[config.mk]
export PLATFORM = sky130hd
export DESIGN_NAME = software_timer_bank_with_task_queue_flat
export DESIGN_NICKNAME = d
export VERILOG_FILES = /design/src/hdl/stb_pkg.sv /design/src/hdl/stb_channels.sv /design/src/hdl/software_timer_bank_with_task_queue.sv /design/src/flat_wrapper.sv
export SDC_FILE = /design/constraint.sdc
export NUM_CORES = 1
export LEC_CHECK = 0
export ABC_CLOCK_PERIOD_IN_PS = 5500
export BUFFER_PORTS_ARGS = -buffer_cell sky130_fd_sc_hd__buf_2
export CAP_MARGIN = 30
export CORE_ASPECT_RATIO = 2
export CORE_MARGIN = 5
export CORE_UTILIZATION = 55
export DETAILED_ROUTE_END_ITERATION = 7
export PLACE_DENSITY = 0.71
export SLEW_MARGIN = 5
export SYNTH_ARGS = -nofsm -noshare
export SYNTH_HDL_FRONTEND = slang
export SYNTH_SLANG_ARGS = --single-unit
[constraint.sdc]
create_clock -name clk -period 5.5 [get_ports clk]
set_input_delay 0.55 -clock clk [delete_from_list [all_inputs] [get_ports clk]]
set_output_delay 0.55 -clock clk [all_outputs]
set_load 0.02 [all_outputs]
[src/hdl/stb_pkg.sv]
// ----------------------------------------------------------------------------
// stb_pkg
// Shared types and field widths for the timer bank with task queue.
// ----------------------------------------------------------------------------
package stb_pkg;

  localparam int KIND_W   = 3;
  localparam int INDEX_W  = 3;
  localparam int TID_W    = 8;
  localparam int PERIOD_W = 16;
  localparam int COUNT_W  = 4;

  typedef enum logic [KIND_W-1:0] {
    KIND_TICK   = 3'd0,
    KIND_ARM    = 3'd1,
    KIND_CANCEL = 3'd2,
    KIND_POST   = 3'd3,
    KIND_TAKE   = 3'd4
  } stb_kind_t;

  typedef struct packed {
    logic [PERIOD_W-1:0] remaining;
    logic [PERIOD_W-1:0] reload;
    logic [TID_W-1:0]    tid;
  } stb_timer_t;

  typedef struct packed {
    logic               accepted;
    logic               task_valid;
    logic [TID_W-1:0]   task_out;
    logic [COUNT_W-1:0] posted_count;
    logic [COUNT_W-1:0] dropped_count;
  } stb_result_t;

endpackage

[src/hdl/stb_channels.sv]
// ----------------------------------------------------------------------------
// stb_channels
// Valid/ready channels for request items and result items.
// ----------------------------------------------------------------------------
interface stb_item_if
  import stb_pkg::*;
  ();
  logic                valid;
  logic                ready;
  logic [KIND_W-1:0]   kind;
  logic [INDEX_W-1:0]  timer_index;
  logic [TID_W-1:0]    task_id;
  logic [PERIOD_W-1:0] period;
  logic                one_shot;

  modport source (output valid, kind, timer_index, task_id, period, one_shot,
                  input ready);
  modport sink (input valid, kind, timer_index, task_id, period, one_shot,
                output ready);
endinterface

interface stb_result_if
  import stb_pkg::*;
  ();
  logic               valid;
  logic               ready;
  logic               accepted;
  logic               task_valid;
  logic [TID_W-1:0]   task_out;
  logic [COUNT_W-1:0] posted_count;
  logic [COUNT_W-1:0] dropped_count;

  modport source (output valid, accepted, task_valid, task_out, posted_count,
                  dropped_count, input ready);
  modport sink (input valid, accepted, task_valid, task_out, posted_count,
                dropped_count, output ready);
endinterface

[src/hdl/software_timer_bank_with_task_queue.sv]
// ----------------------------------------------------------------------------
// software_timer_bank_with_task_queue
// Countdown timer bank that posts task ids into a ring queue.
//
//   channel  dir  payload                                       transfer
//   item     in   kind timer_index task_id period one_shot      valid & ready
//   result   out  accepted task_valid task_out posted dropped   valid & ready
//
// Arm, cancel, post and unknown kinds go from idle to done; take passes
// through a read state first if the queue is not empty. A tick does one
// timer memory read and write-back per cycle, pipelined one entry deep.
// rst is synchronous: timers disabled, queue empty, no result pending.
// A new item is taken while a finished result waits in the output register;
// the block stalls only when a second result is ready before the first leaves.
// ----------------------------------------------------------------------------
module software_timer_bank_with_task_queue
  import stb_pkg::*;
#(
  parameter int TIMER_COUNT   = 8,
  parameter int QUEUE_DEPTH   = 16,
  parameter int TASK_ID_WIDTH = 8
) (
  input  logic         clk,
  input  logic         rst,
  stb_item_if.sink     item,
  stb_result_if.source result
);

  localparam int TW  = (TIMER_COUNT > 1) ? $clog2(TIMER_COUNT) : 1;
  localparam int CW  = $clog2(TIMER_COUNT + 1);
  localparam int QW  = $clog2(QUEUE_DEPTH);
  localparam int IDW = (TASK_ID_WIDTH < TID_W) ? TASK_ID_WIDTH : TID_W;

  typedef enum logic [1:0] {S_IDLE, S_TICK, S_TAKE, S_DONE} state_t;

  function automatic logic [QW-1:0] ring_next(input logic [QW-1:0] p);
    ring_next = (p == QW'(QUEUE_DEPTH - 1)) ? '0 : p + 1'b1;
  endfunction

  stb_timer_t       tmem [TIMER_COUNT];
  logic [TID_W-1:0] qmem [QUEUE_DEPTH];

  state_t           state;
  logic [TIMER_COUNT-1:0] tmr_en;
  logic [TIMER_COUNT-1:0] tmr_single;
  logic [QW-1:0]    head;
  logic [QW-1:0]    tail;
  logic [CW-1:0]    rd_cnt;
  logic             wb_valid;
  logic [TW-1:0]    wb_idx;
  stb_result_t      res;
  stb_result_t      out_res;
  logic             out_valid;

  stb_timer_t       t_rd_data;
  logic [TID_W-1:0] q_rd_data;

  logic             accept;
  logic             idx_ok;
  logic [TW-1:0]    idx;
  logic [TID_W-1:0] id_m;
  logic [QW-1:0]    head_nx;
  logic             q_full;
  logic [TW-1:0]    t_rd_addr;

  logic             t_we;
  logic [TW-1:0]    t_wa;
  stb_timer_t       t_wd;
  logic             q_we;
  logic [TID_W-1:0] q_wd;

  logic [PERIOD_W-1:0] dec;
  logic             expire;
  logic             tick_push;
  logic             tick_drop;

  assign item.ready    = (state == S_IDLE);
  assign accept        = item.valid && item.ready;
  assign idx_ok        = int'(item.timer_index) < TIMER_COUNT;
  assign idx           = TW'(item.timer_index);
  assign id_m          = TID_W'(item.task_id[IDW-1:0]);
  assign head_nx       = ring_next(head);
  assign q_full        = (head_nx == tail);
  assign t_rd_addr     = (int'(rd_cnt) < TIMER_COUNT) ? TW'(rd_cnt) : '0;

  assign dec       = t_rd_data.remaining - 1'b1;
  assign expire    = (state == S_TICK) && wb_valid && tmr_en[wb_idx] && (dec == '0);
  assign tick_push = expire && (t_rd_data.tid != '0) && !q_full;
  assign tick_drop = expire && (t_rd_data.tid != '0) && q_full;

  always_comb begin
    t_we = 1'b0;
    t_wa = wb_idx;
    t_wd = t_rd_data;
    q_we = 1'b0;
    q_wd = id_m;
    if (state == S_TICK) begin
      if (wb_valid && tmr_en[wb_idx]) begin
        t_we = 1'b1;
        t_wd.remaining = (dec == '0) ? t_rd_data.reload : dec;
      end
      q_we = tick_push;
      q_wd = t_rd_data.tid;
    end else if (accept) begin
      if (item.kind == KIND_ARM && idx_ok) begin
        t_we = 1'b1;
        t_wa = idx;
        t_wd.remaining = item.period;
        t_wd.reload    = item.period;
        t_wd.tid       = id_m;
      end
      q_we = (item.kind == KIND_POST) && !q_full;
    end
  end

  always_ff @(posedge clk) begin
    if (t_we) begin
      tmem[t_wa] <= t_wd;
    end
    t_rd_data <= tmem[t_rd_addr];
  end

  always_ff @(posedge clk) begin
    if (q_we) begin
      qmem[head_nx] <= q_wd;
    end
    q_rd_data <= qmem[ring_next(tail)];
  end

  always_ff @(posedge clk) begin
    if (rst) begin
      state      <= S_IDLE;
      tmr_en     <= '0;
      tmr_single <= '0;
      head       <= '0;
      tail       <= '0;
      wb_valid   <= 1'b0;
      out_valid  <= 1'b0;
    end else begin
      if (state == S_DONE && (!out_valid || result.ready)) begin
        out_valid <= 1'b1;
      end else if (result.ready) begin
        out_valid <= 1'b0;
      end
      if (q_we) begin
        head <= head_nx;
      end
      case (state)
        S_IDLE: begin
          if (accept) begin
            res.task_valid    <= 1'b0;
            res.task_out      <= '0;
            res.posted_count  <= '0;
            res.dropped_count <= '0;
            case (item.kind)
              KIND_TICK: begin
                res.accepted <= 1'b1;
                rd_cnt       <= '0;
                wb_valid     <= 1'b0;
                state        <= S_TICK;
              end
              KIND_ARM: begin
                res.accepted <= idx_ok;
                state        <= S_DONE;
                if (idx_ok) begin
                  tmr_en[idx]     <= 1'b1;
                  tmr_single[idx] <= item.one_shot;
                end
              end
              KIND_CANCEL: begin
                res.accepted <= idx_ok;
                state        <= S_DONE;
                if (idx_ok) begin
                  tmr_en[idx]     <= 1'b0;
                  tmr_single[idx] <= 1'b0;
                end
              end
              KIND_POST: begin
                res.accepted <= !q_full;
                state        <= S_DONE;
              end
              KIND_TAKE: begin
                res.accepted <= 1'b0;
                state        <= (head != tail) ? S_TAKE : S_DONE;
                if (head != tail) begin
                  tail <= ring_next(tail);
                end
              end
              default: begin
                res.accepted <= 1'b0;
                state        <= S_DONE;
              end
            endcase
          end
        end
        S_TICK: begin
          if (int'(rd_cnt) < TIMER_COUNT) begin
            rd_cnt   <= rd_cnt + 1'b1;
            wb_valid <= 1'b1;
            wb_idx   <= TW'(rd_cnt);
          end else begin
            wb_valid <= 1'b0;
            if (!wb_valid) begin
              state <= S_DONE;
            end
          end
          if (expire && tmr_single[wb_idx]) begin
            tmr_en[wb_idx]     <= 1'b0;
            tmr_single[wb_idx] <= 1'b0;
          end
          if (tick_push && res.posted_count != '1) begin
            res.posted_count <= res.posted_count + 1'b1;
          end
          if (tick_drop && res.dropped_count != '1) begin
            res.dropped_count <= res.dropped_count + 1'b1;
          end
        end
        S_TAKE: begin
          res.accepted   <= 1'b1;
          res.task_valid <= 1'b1;
          res.task_out   <= q_rd_data;
          state          <= S_DONE;
        end
        S_DONE: begin
          if (!out_valid || result.ready) begin
            out_res <= res;
            state   <= S_IDLE;
          end
        end
        default: begin
          state <= S_IDLE;
        end
      endcase
    end
  end

  assign result.valid         = out_valid;
  assign result.accepted      = out_res.accepted;
  assign result.task_valid    = out_res.task_valid;
  assign result.task_out      = out_res.task_out;
  assign result.posted_count  = out_res.posted_count;
  assign result.dropped_count = out_res.dropped_count;

endmodule
[src/flat_wrapper.sv]
// flat-port wrapper written by rule: the top's interface ports become plain ports
module software_timer_bank_with_task_queue_flat import stb_pkg::*;
#(
  parameter int TIMER_COUNT   = 8,
  parameter int QUEUE_DEPTH   = 16,
  parameter int TASK_ID_WIDTH = 8
)
  (clk, rst, item_valid, item_kind, item_timer_index, item_task_id, item_period, item_one_shot, item_ready, result_valid, result_accepted, result_task_valid, result_task_out, result_posted_count, result_dropped_count, result_ready);
  stb_item_if item_i ();
  stb_result_if result_i ();
  input  logic clk;
  input  logic rst;
  input wire logic [$bits(item_i.valid)-1:0] item_valid;
  input wire logic [$bits(item_i.kind)-1:0] item_kind;
  input wire logic [$bits(item_i.timer_index)-1:0] item_timer_index;
  input wire logic [$bits(item_i.task_id)-1:0] item_task_id;
  input wire logic [$bits(item_i.period)-1:0] item_period;
  input wire logic [$bits(item_i.one_shot)-1:0] item_one_shot;
  output wire logic [$bits(item_i.ready)-1:0] item_ready;
  output wire logic [$bits(result_i.valid)-1:0] result_valid;
  output wire logic [$bits(result_i.accepted)-1:0] result_accepted;
  output wire logic [$bits(result_i.task_valid)-1:0] result_task_valid;
  output wire logic [$bits(result_i.task_out)-1:0] result_task_out;
  output wire logic [$bits(result_i.posted_count)-1:0] result_posted_count;
  output wire logic [$bits(result_i.dropped_count)-1:0] result_dropped_count;
  input wire logic [$bits(result_i.ready)-1:0] result_ready;
  assign item_i.valid = item_valid;
  assign item_i.kind = item_kind;
  assign item_i.timer_index = item_timer_index;
  assign item_i.task_id = item_task_id;
  assign item_i.period = item_period;
  assign item_i.one_shot = item_one_shot;
  assign item_ready = item_i.ready;
  assign result_valid = result_i.valid;
  assign result_accepted = result_i.accepted;
  assign result_task_valid = result_i.task_valid;
  assign result_task_out = result_i.task_out;
  assign result_posted_count = result_i.posted_count;
  assign result_dropped_count = result_i.dropped_count;
  assign result_i.ready = result_ready;
  software_timer_bank_with_task_queue #(.TIMER_COUNT(TIMER_COUNT), .QUEUE_DEPTH(QUEUE_DEPTH), .TASK_ID_WIDTH(TASK_ID_WIDTH)) u_core (.clk(clk), .rst(rst), .item(item_i), .result(result_i));
endmodule
Word level (Yosys, flattened, before mapping)
Memory sizes are Yosys's and may differ from the RTL's. A register that Yosys moved wholly into a read port is not among the register bits.
Cells that the tools add are included.

storage, ports and cells
  bits of input ports = 35
  latch bits = 0
  output and inout port bits = 20
  word-level logic and storage cells = 162
  register bits after elaboration = 71
  bits in read-only memories = 0
  memories kept = 2
  memory bits (writable) = 448

cells by class
  equal/unequal tests = 23
  add/sub/neg operators = 6
  muxes and demuxes = 63
  bitwise logic cells = 8
  multiply operators = 0
  magnitude comparators = 5
  div/mod/pow operators = 0
  reductions and logical operators = 36
  shift operators = 0

memory list
  name         words  bits a word  read ports  clocked after Yosys merged registers in  wr ports  RTL line                                   text
  u_core.tmem  8      40           1           1                                        1         software_timer_bank_with_task_queue.sv:40  stb_timer_t tmem [TIMER_COUNT];
  u_core.qmem  16     8            1           1                                        1         software_timer_bank_with_task_queue.sv:41  logic [TID_W-1:0] qmem [QUEUE_DEPTH];

operator list
  kind                   number
  $mux 40                2
  $pmux 8 s2             5
  $mux 16                3
  $mux 8                 5
  $and 8x8->8            4
  $mux 4                 7
  $mux 24                1
  $add 4x1->4 const B    5
  $mux 1                 20
  $pmux 10 s2            1
  $reduce_and 4->1       5
  $mux 18                1
  $ne 2x2->1 const B     9
  $logic_not 16->1       1
  $not 8->8              2
  $sub 16x1->16 const B  1
  $logic_and 1x1->1      15
  $mux 3                 4
  $reduce_and 3->1       4
  $bwmux 8               1
  $eq 4x4->1 const B     2
  $lt 3x4->1 const B     2
  $mux 2                 4
  $ne 4x4->1 const B     2
  other kinds (26)       35

Depth between registers and ports, before layout
Gate-level depths: netlist (run 1).

  word-level depth = 9
  mapped depth = 11
  mapped depth without buffers = 8

Worst setup path before layout (run 1)
Ideal clock, no wire load.

  path type = register to register
  from = register u_core.state[0]
  to = memory u_core.tmem[5][0] in the netlist's numbering (enable)
  library setup time = 437 ps
  slack = 1,218 ps
  data required time = 5,063 ps
  stages on the path, launching flop included = 8
  buffers on the path = 1
  clock period less this slack = 4,282 ps
  data arrival time = 3,844 ps
  path through = dfxtp_1 inv_1 ha_1 nand2_1 nor4_1 clkbuf_1 a22oi_1 nor2_1

between the ends
  cells in the longest elaborated chain, start to end = 6
  elaborated cells on any way between the ends = 9
  classes of those cells = eq/ne (1); mux (6); reduce/logical (2)

RTL lines
  item                          RTL line                                    text
  from (decl)                   software_timer_bank_with_task_queue.sv:43   state_t state;
  from (signal assigned)        software_timer_bank_with_task_queue.sv:184  state <= (head != tail) ? S_TAKE : S_DONE;
  $logic_not 2->1 *             software_timer_bank_with_task_queue.sv:77   assign item.ready = (state == S_IDLE);
  net item_ready                flat_wrapper.sv:19                          output wire logic [$bits(item_i.ready)-1:0] item_ready;
  $logic_and 1x1->1 *           software_timer_bank_with_task_queue.sv:78   assign accept = item.valid && item.ready;
  $mux 1                        software_timer_bank_with_task_queue.sv:104  end else if (accept) begin
  $mux 1                        software_timer_bank_with_task_queue.sv:97   if (state == S_TICK) begin
  $mux 1                        software_timer_bank_with_task_queue.sv:117  if (t_we) begin
  $mux 1 (implied by the code)  software_timer_bank_with_task_queue.sv:118  tmem[t_wa] <= t_wd;
  to (decl)                     software_timer_bank_with_task_queue.sv:40

The timed path passes the listed nets; every way through them passes the cells marked *.

Final worst setup path (run 1)
  from = register, netlist name u_core.t_rd_data[24]
  to = memory u_core.qmem[6][3] (enable)

between the ends
  cells in the longest elaborated chain, start to end = 8

RTL lines
  item                             RTL line                                    text
  $sub 16x1->16                    software_timer_bank_with_task_queue.sv:86   assign dec = t_rd_data.remaining - 1'b1;
  $logic_not 16->1                 software_timer_bank_with_task_queue.sv:87   assign expire = (state == S_TICK) && wb_valid && tmr_en[wb_idx] && (dec == '0);
  $logic_and 1x1->1                software_timer_bank_with_task_queue.sv:87
  $logic_and 1x1->1 (2 in series)  software_timer_bank_with_task_queue.sv:88   assign tick_push = expire && (t_rd_data.tid != '0) && !q_full;
  $mux 1                           software_timer_bank_with_task_queue.sv:97
  $mux 1                           software_timer_bank_with_task_queue.sv:124  if (q_we) begin
  $mux 1 (implied by the code)     software_timer_bank_with_task_queue.sv:125  qmem[head_nx] <= q_wd;
  to (decl)                        software_timer_bank_with_task_queue.sv:41

No other way between the ends.

==> flow_metrics.py, run 1 <==
metrics = {
    "global_route": {
        "grt_pass1_vias": 14440,
        "antenna_found_initial": 0,
        "grt.overflow.total": 0,
        "grt_usage_pct": 24.96,
        "grt_pass1_wl_um": 87440,
        "grt_start_max_net_pins": 79,
    },
    "routing": {
        "wl_um": 59800,
        "drc": 0,
        "final_antenna_net_count": 0,
        "drt-wirelength-per-cell_um": 27.13,
        "vias": 14160,
        "vias_per_cell": 6.426,
        "first_pass_iters": 5,
        "drt_iter0_markers": 1137,
    },
    "finish": {
        "final_util_pct": 61.93,
        "fin_nets": 1669,
        "drive_gt1_share_pct": 20.74,
        "area_growth_pct": 11.59,
        "fill_cells": 3098,
        "diodes": 0,
    },
    "floorplanning": {
        "start_util_pct": 55.49,
        "ios": 55,
        "fp.dieH_um": 303.1,
        "fp-row-count": 107,
        "core_sq_um": 42570,
        "die_w_um": 156.6,
        "die-area_sq_um": 47450,
    },
    "synth": {
        "synth_cells": 1571,
        "synth_cell_type_count": 75,
        "syn_area_sq_um": 23630,
        "ys_seq_area_share_pct": 68.85,
        "syn_nets": 1621,
        "async_flop_share_pct": 0,
        "avgSynthCellArea_sq_um": 15.04,
        "synth_ff_type": "edfxtp_1",
        "ys_warn_count": 0,
        "synth_seq_cells": 567,
        "synth_edf_count": 491,
    },
    "clock_tree": {
        "insertion_delay_ps": 580,
        "clock_sinks": 567,
        "cts_tree": "done",
        "htreeDepth": 2,
        "cts.repair.resized": 0,
        "ctsHoldBuffers": 0,
        "cts_made_buffers": 48,
        "cts_max_path_buffers": 3,
        "postCtsSetupBuffers": 0,
        "clk_pin_slew_ps": 70,
        "root_buffer": "clkbuf_16",
    },
    "sta": {
        "slew_headroom_pct": 31.21,
        "fin_crit_sh_pct": 71.43,
        "maxSlewViolCount": 0,
        "fmax_mhz": 254.5,
        "setup_tns_ps": 0,
        "tightest_slew_ps": 1026,
        "finalHoldViolations": 0,
        "rsz0062_at_grt": "false",
        "fin_crit_ps": 3929,
        "clock_skew_ps": 18.85,
        "setup_viol": 0,
    },
    "hold_path": {
        "hp-class": "input port to register",
    },
    "outcome": {
        "outcome": "finished clean",
    },
    "pwr": {
        "total_power_mw": 11.67,
        "pwr-share-seq_pct": 48.1,
        "swShare_pct": 29.10,
        "vdd_ir_drop_max_uv": 312.2,
        "switching_power_mw": 3.395,
        "intPower_mw": 8.270,
        "leakagePower_nw": 8.538,
        "powerDensity_nw_per_um2": 442.5,
        "comb_power_share_pct": 19.6,
        "clkPwrFrac_pct": 32.3,
    },
    "setup_path": {
        "worstPathMaxFanout": 23,
        "crit_type": "register to register",
        "crit_path_end_kind": "register",
        "cp.required_ps": 5700,
        "arrival_ps": 4130,
        "start_kind": "register",
    },
    "placed_design": {
        "hpwlAfterDp_um": 40000,
        "io_buffers": 54,
        "gp_congestion": 0.9740,
    },
    "job": {
        "drv_cap": 0,
    },
}
[sequential cells by signal, summed over array words and instances, names as in the netlist, named ones only]
name	cells
u_core.tmr_single	8
u_core.rd_cnt	4
u_core.result.task_out	8
u_core.result.valid	1
u_core.tmem	320
u_core.result.task_valid	1
u_core.q_rd_data	8
u_core.state	2
u_core.head	4
u_core.wb_idx	3
u_core.result.dropped_count	4
u_core.result.posted_count	4
u_core.wb_valid	1
u_core.res	18
u_core.tail	4
u_core.qmem	128
u_core.t_rd_data	40
u_core.result.accepted	1
[layer usage]
layer | up-vias | GRT usage, % | wire length [um]
met3 | 181 | 2.889 | 2707
met4 | 0 | 16.22 | 4659
met2 | 527 | 47.40 | 33380
li1 | 6278 | - | -
met1 | 7176 | 25.14 | 19050
met5 | - | 0 | 0
[worst paths after layout]
| path | startpoint | slack [ps] | to | depth (start not counted) |
|---|---|---|---|---|
| setup / recovery | u_core.t_rd_data[24] | 1570 | u_core.qmem[6][3] | 8 |
| setup reg to reg | u_core.t_rd_data[24] | 1570 | u_core.qmem[6][3] | 8 |
| hold reg to reg | u_core.res[12] | 420 | u_core.result.task_out[4] | 0 |
| hold / removal | result_ready | 320 | u_core.result.valid | 4 |
[cell type report]
| type | instances | area [sq um] | share of cell area [%] |
|---|---|---|---|
| Tap cell | 545 | 681.9 | 2.586 |
| Timing Repair Buffer | 102 | 613.1 | 2.325 |
| Sequential cell | 567 | 16270 | 61.70 |
| Inverter | 21 | 78.83 | 0.2990 |
| Clock buffer | 56 | 1294 | 4.907 |
| Clock inverter | 34 | 486.7 | 1.846 |
| Multi-Input combinational cell | 879 | 6944 | 26.34 |
[per-stage QoR]
step / worst slack [ps] / hold WS, ps / instances / area [sq um]
2_1_floorplan: 1218 / 400.3 / 1571 / 23630
3_3_place_gp: 1568 / 405.9 / 2104 / 24530
3_5_place_dp: 1472 / 405.4 / 2107 / 24550
4_1_cts: 1496 / 293.6 / 2197 / 26330
5_1_grt: 1360 / 324.4 / 2204 / 26360
6_report: 1571 / 318.8 / 2204 / 26360
[synthesized netlist by cell type (16+ instances only)]
cell type | n | area, sq um
edfxtp_1 | 491 | 14740
o21ai_0 | 184 | 920.9
mux4_2 | 81 | 1824
nand2_1 | 80 | 300.3
a21oi_1 | 77 | 385.4
nor2_1 | 77 | 289.0
dfxtp_1 | 76 | 1521
clkbuf_1 | 70 | 262.8
o22a_1 | 41 | 359.1
mux2_2 | 34 | 382.9
nand3_1 | 32 | 160.2
mux2i_1 | 22 | 220.2
nor3_1 | 22 | 110.1
inv_1 | 21 | 78.83
a211oi_1 | 18 | 135.1
buf_2 | 16 | 80.08
[logic make-up after synthesis]
logic type | count (synthesis) | synth area share [%]
compound gates | 394 | 10.43
xor+xnor | 21 | 0.7785
fa+ha+maj | 15 | 0.7944
buf+inv | 125 | 2.261
flops | 567 | 68.85
mux | 138 | 10.32
simple gates | 311 | 6.567
[worst max-delay path: stages (launching register included)]
cell	delay, ps
dfxtp_1	630
inv_1	90
ha_1	310
nor2_1	120
nand3_1	100
a221oi_2	380
o2111a_2	640
a31oi_4	400
nor3_1	870
[power by group through the flow]
stage	Combinational, mW	Sequential [mW]	Clock (mW)
6_report	2.29	5.61	3.77
5_1_grt	2.45	5.62	4.01
4_1_cts	2.28	5.60	3.82
3_5_place_dp	2.26	5.69	0
3_3_place_gp	2.20	5.68	0
2_1_floorplan	1.53	5.54	0
[cells in the final DEF, fill, tap and decap left out, types with 13 or more instances in the layout]
cell type and count:
o21ai_0 184, a211oi_1 18, nor4_1 13, buf_4 40
mux4_2 81, nand2_1 80, edfxtp_1 491, a21oi_1 77
dfxtp_1 76, mux2_2 34, o22a_1 41, nor3_1 21
nor2_1 69, clkbuf_16 50, inv_1 21, nand3_1 32
ha_1 14, buf_2 61, mux2i_1 22
Note: power is estimated with default switching activity, not from simulation.
==> run 2, diff against run 1 <==
--- a/config.mk
+++ b/config.mk
@@ -5,7 +5,7 @@
 export SDC_FILE = /design/constraint.sdc
 export NUM_CORES = 1
 export LEC_CHECK = 0
-export ABC_CLOCK_PERIOD_IN_PS = 5500
+export ABC_CLOCK_PERIOD_IN_PS = 4110
 export BUFFER_PORTS_ARGS = -buffer_cell sky130_fd_sc_hd__buf_2
 export CAP_MARGIN = 30
 export CORE_ASPECT_RATIO = 2
==> constraint.sdc (replaced) <==
create_clock -name clk -period 4.11 [get_ports clk]
set_input_delay 0.411 -clock clk [delete_from_list [all_inputs] [get_ports clk]]
set_output_delay 0.411 -clock clk [all_outputs]
set_load 0.02 [all_outputs]
==> run 2 against run 1 <==
Against the previous run: via count down 1.5%; critical path depth down 1; cell count grew 0.23%; total power rose by 30%; clock-buffer cell count grew 3; first-iteration DRC count fell by 1.5%; fmax up 12%; register-to-register slack got worse by 970 ps; clock power is 26% higher; critical path type unchanged; critical endpoint is now u_core.tmem[5][7]; largest cell class unchanged; highest routed layer unchanged.
==> flow_metrics.py, run 2 (synthesized netlist as in run 1, its figures left out) <==
metrics = {
    "global_route": {
        "grt.overflow.total": 0,
        "grt_usage_pct": 23.93,
        "antenna_found_initial": 0,
        "grt_pass1_wl_um": 85420,
        "grt_start_max_net_pins": 65,
        "grt_pass1_vias": 14280,
    },
    "sta": {
        "fin_crit_ps": 3509,
        "setup_viol": 0,
        "finalHoldViolations": 0,
        "clock_skew_ps": 24.03,
        "rsz0062_at_grt": "false",
        "fin_crit_sh_pct": 85.37,
        "worst_slack_ps": 601.4,
        "maxSlewViolCount": 0,
        "slew_headroom_pct": 40.23,
        "tightest_slew_ps": 896.5,
        "hold-worst-slack_ps": 203.2,
        "fmax_mhz": 285.0,
    },
    "job": {
        "drv_cap": 0,
    },
    "routing": {
        "met1_length_um": 19090,
        "drc": 0,
        "first_pass_iters": 6,
        "drt_iter0_markers": 1120,
        "vias": 13950,
        "vias_per_cell": 6.313,
        "final_antenna_net_count": 0,
        "wl_met3_um": 2288,
        "wl_met2_um": 31840,
        "wl_um": 56430,
        "drt-wirelength-per-cell_um": 25.55,
        "highest_layer": "met4",
    },
    "clock_tree": {
        "ctsHoldBuffers": 0,
        "root_buffer": "clkbuf_16",
        "clk_pin_slew_ps": 70,
        "cts_made_buffers": 47,
        "insertion_delay_ps": 580,
        "cts_tree": "done",
        "postCtsSetupBuffers": 0,
        "htreeDepth": 2,
        "cts_max_path_buffers": 3,
        "clock_sinks": 567,
        "cts.repair.resized": 0,
    },
    "finish": {
        "drive_gt1_share_pct": 21.09,
        "final_cell_mix": "491 x edfxtp_1, 184 x o21ai_0, 81 x mux4_2",
        "final_common_cell": "edfxtp_1",
        "diodes": 0,
        "largest_reg_flops": 320,
        "area_growth_pct": 11.63,
        "seq_area_sq_um": 16270,
        "regMostFlops": "u_core.tmem",
        "largestRegisters": "u_core.tmem x320, u_core.qmem x128, u_core.t_rd_data x40",
        "design_area_sq_um": 26370,
        "multi_input_area_sq_um": 6944,
        "fill_cells": 3134,
        "layout.cells.non_filler": 2209,
        "fin_nets": 1675,
    },
    "setup_path": {
        "crit_type": "register to register",
        "start_kind": "register",
        "arrival_ps": 3760,
        "worstPathMaxFanout": 29,
        "crit_path_end_kind": "register",
        "cp.required_ps": 4370,
    },
    "pwr": {
        "vdd_ir_drop_max_uv": 456.3,
        "powerDensity_nw_per_um2": 574.2,
        "leakagePower_nw": 8.556,
        "total_power_mw": 15.14,
    },
    "placed_design": {
        "place_ws_ps": 618.9,
        "io_buffers": 54,
        "place_area_sq_um": 24710,
        "gp_congestion": 0.9688,
        "hpwlAfterDp_um": 37630,
        "post-place-cells": 2120,
    },
    "outcome": {
        "outcome": "finished clean",
    },
    "floorplanning": {
        "die-area_sq_um": 47450,
        "fp.dieH_um": 303.1,
        "start_util_pct": 55.49,
        "core_sq_um": 42570,
        "die_w_um": 156.6,
        "fp-row-count": 107,
        "ios": 55,
    },
    "hold_path": {
        "hp-class": "input port to register",
    },
}
-- run 2: changes by cell type in the layout (fill, tap and decap cells not counted), sizes merged --
cell      change
bufinv        -4
inv           +1
clkinvlp      -4
clkbuf        +2
clkinv        +2
buf           +8
-- run 2: final timing paths --
check                                       from                       end  slack, ps  depth (start not counted)
worst max-delay path            u_core.wb_idx[2]         u_core.tmem[5][7]        600                          7
worst min-delay path                result_ready       u_core.result.valid        200                          4
worst max register to register  u_core.wb_idx[2]         u_core.tmem[5][7]        600                          7
worst min register to register    u_core.res[16]  u_core.result.task_valid        420                          0
-- run 2: layer usage --
layer  track usage (%)  vias up
met5                 0        -
met4             12.06        0
met3             2.433      141
met2             45.79      455
met1             25.70     7069
li1                  -     6280
-- run 2: layout make-up --
class	count	share of cell area [%]
clock buffer	59	4.901
clock inverter	29	1.366
inverter	21	0.2989
multi-input combinational	879	26.33
sequential	567	61.68
tap	545	2.586
timing repair buffer	109	2.842
-- run 2: report_power, final --
part / total, mW / internal, mW / switching [mW] / leakage (nW)
clock: 4.75 / 2.70 / 2.05 / 0.817
combinational: 2.92 / 0.981 / 1.93 / 2.67
sequential: 7.48 / 7.12 / 0.358 / 5.07
-- run 2: per-stage QoR --
stage                     util [%]  TNS [ps]
after floorplan                  -    -50790
after global placement       57.99         0
after detailed placement     58.05         0
after CTS                    61.93         0
after global routing         61.95         0
final                        61.95         0
-- run 2: worst max-delay path, cell delays in order, from the launching register on --
cell and delay [ps]:
edfxtp_1 790, mux4_2 340, o22ai_1 140, or2_2 390, nor2_1 330, a22oi_1 360
nor2_4 510, buf_12 300
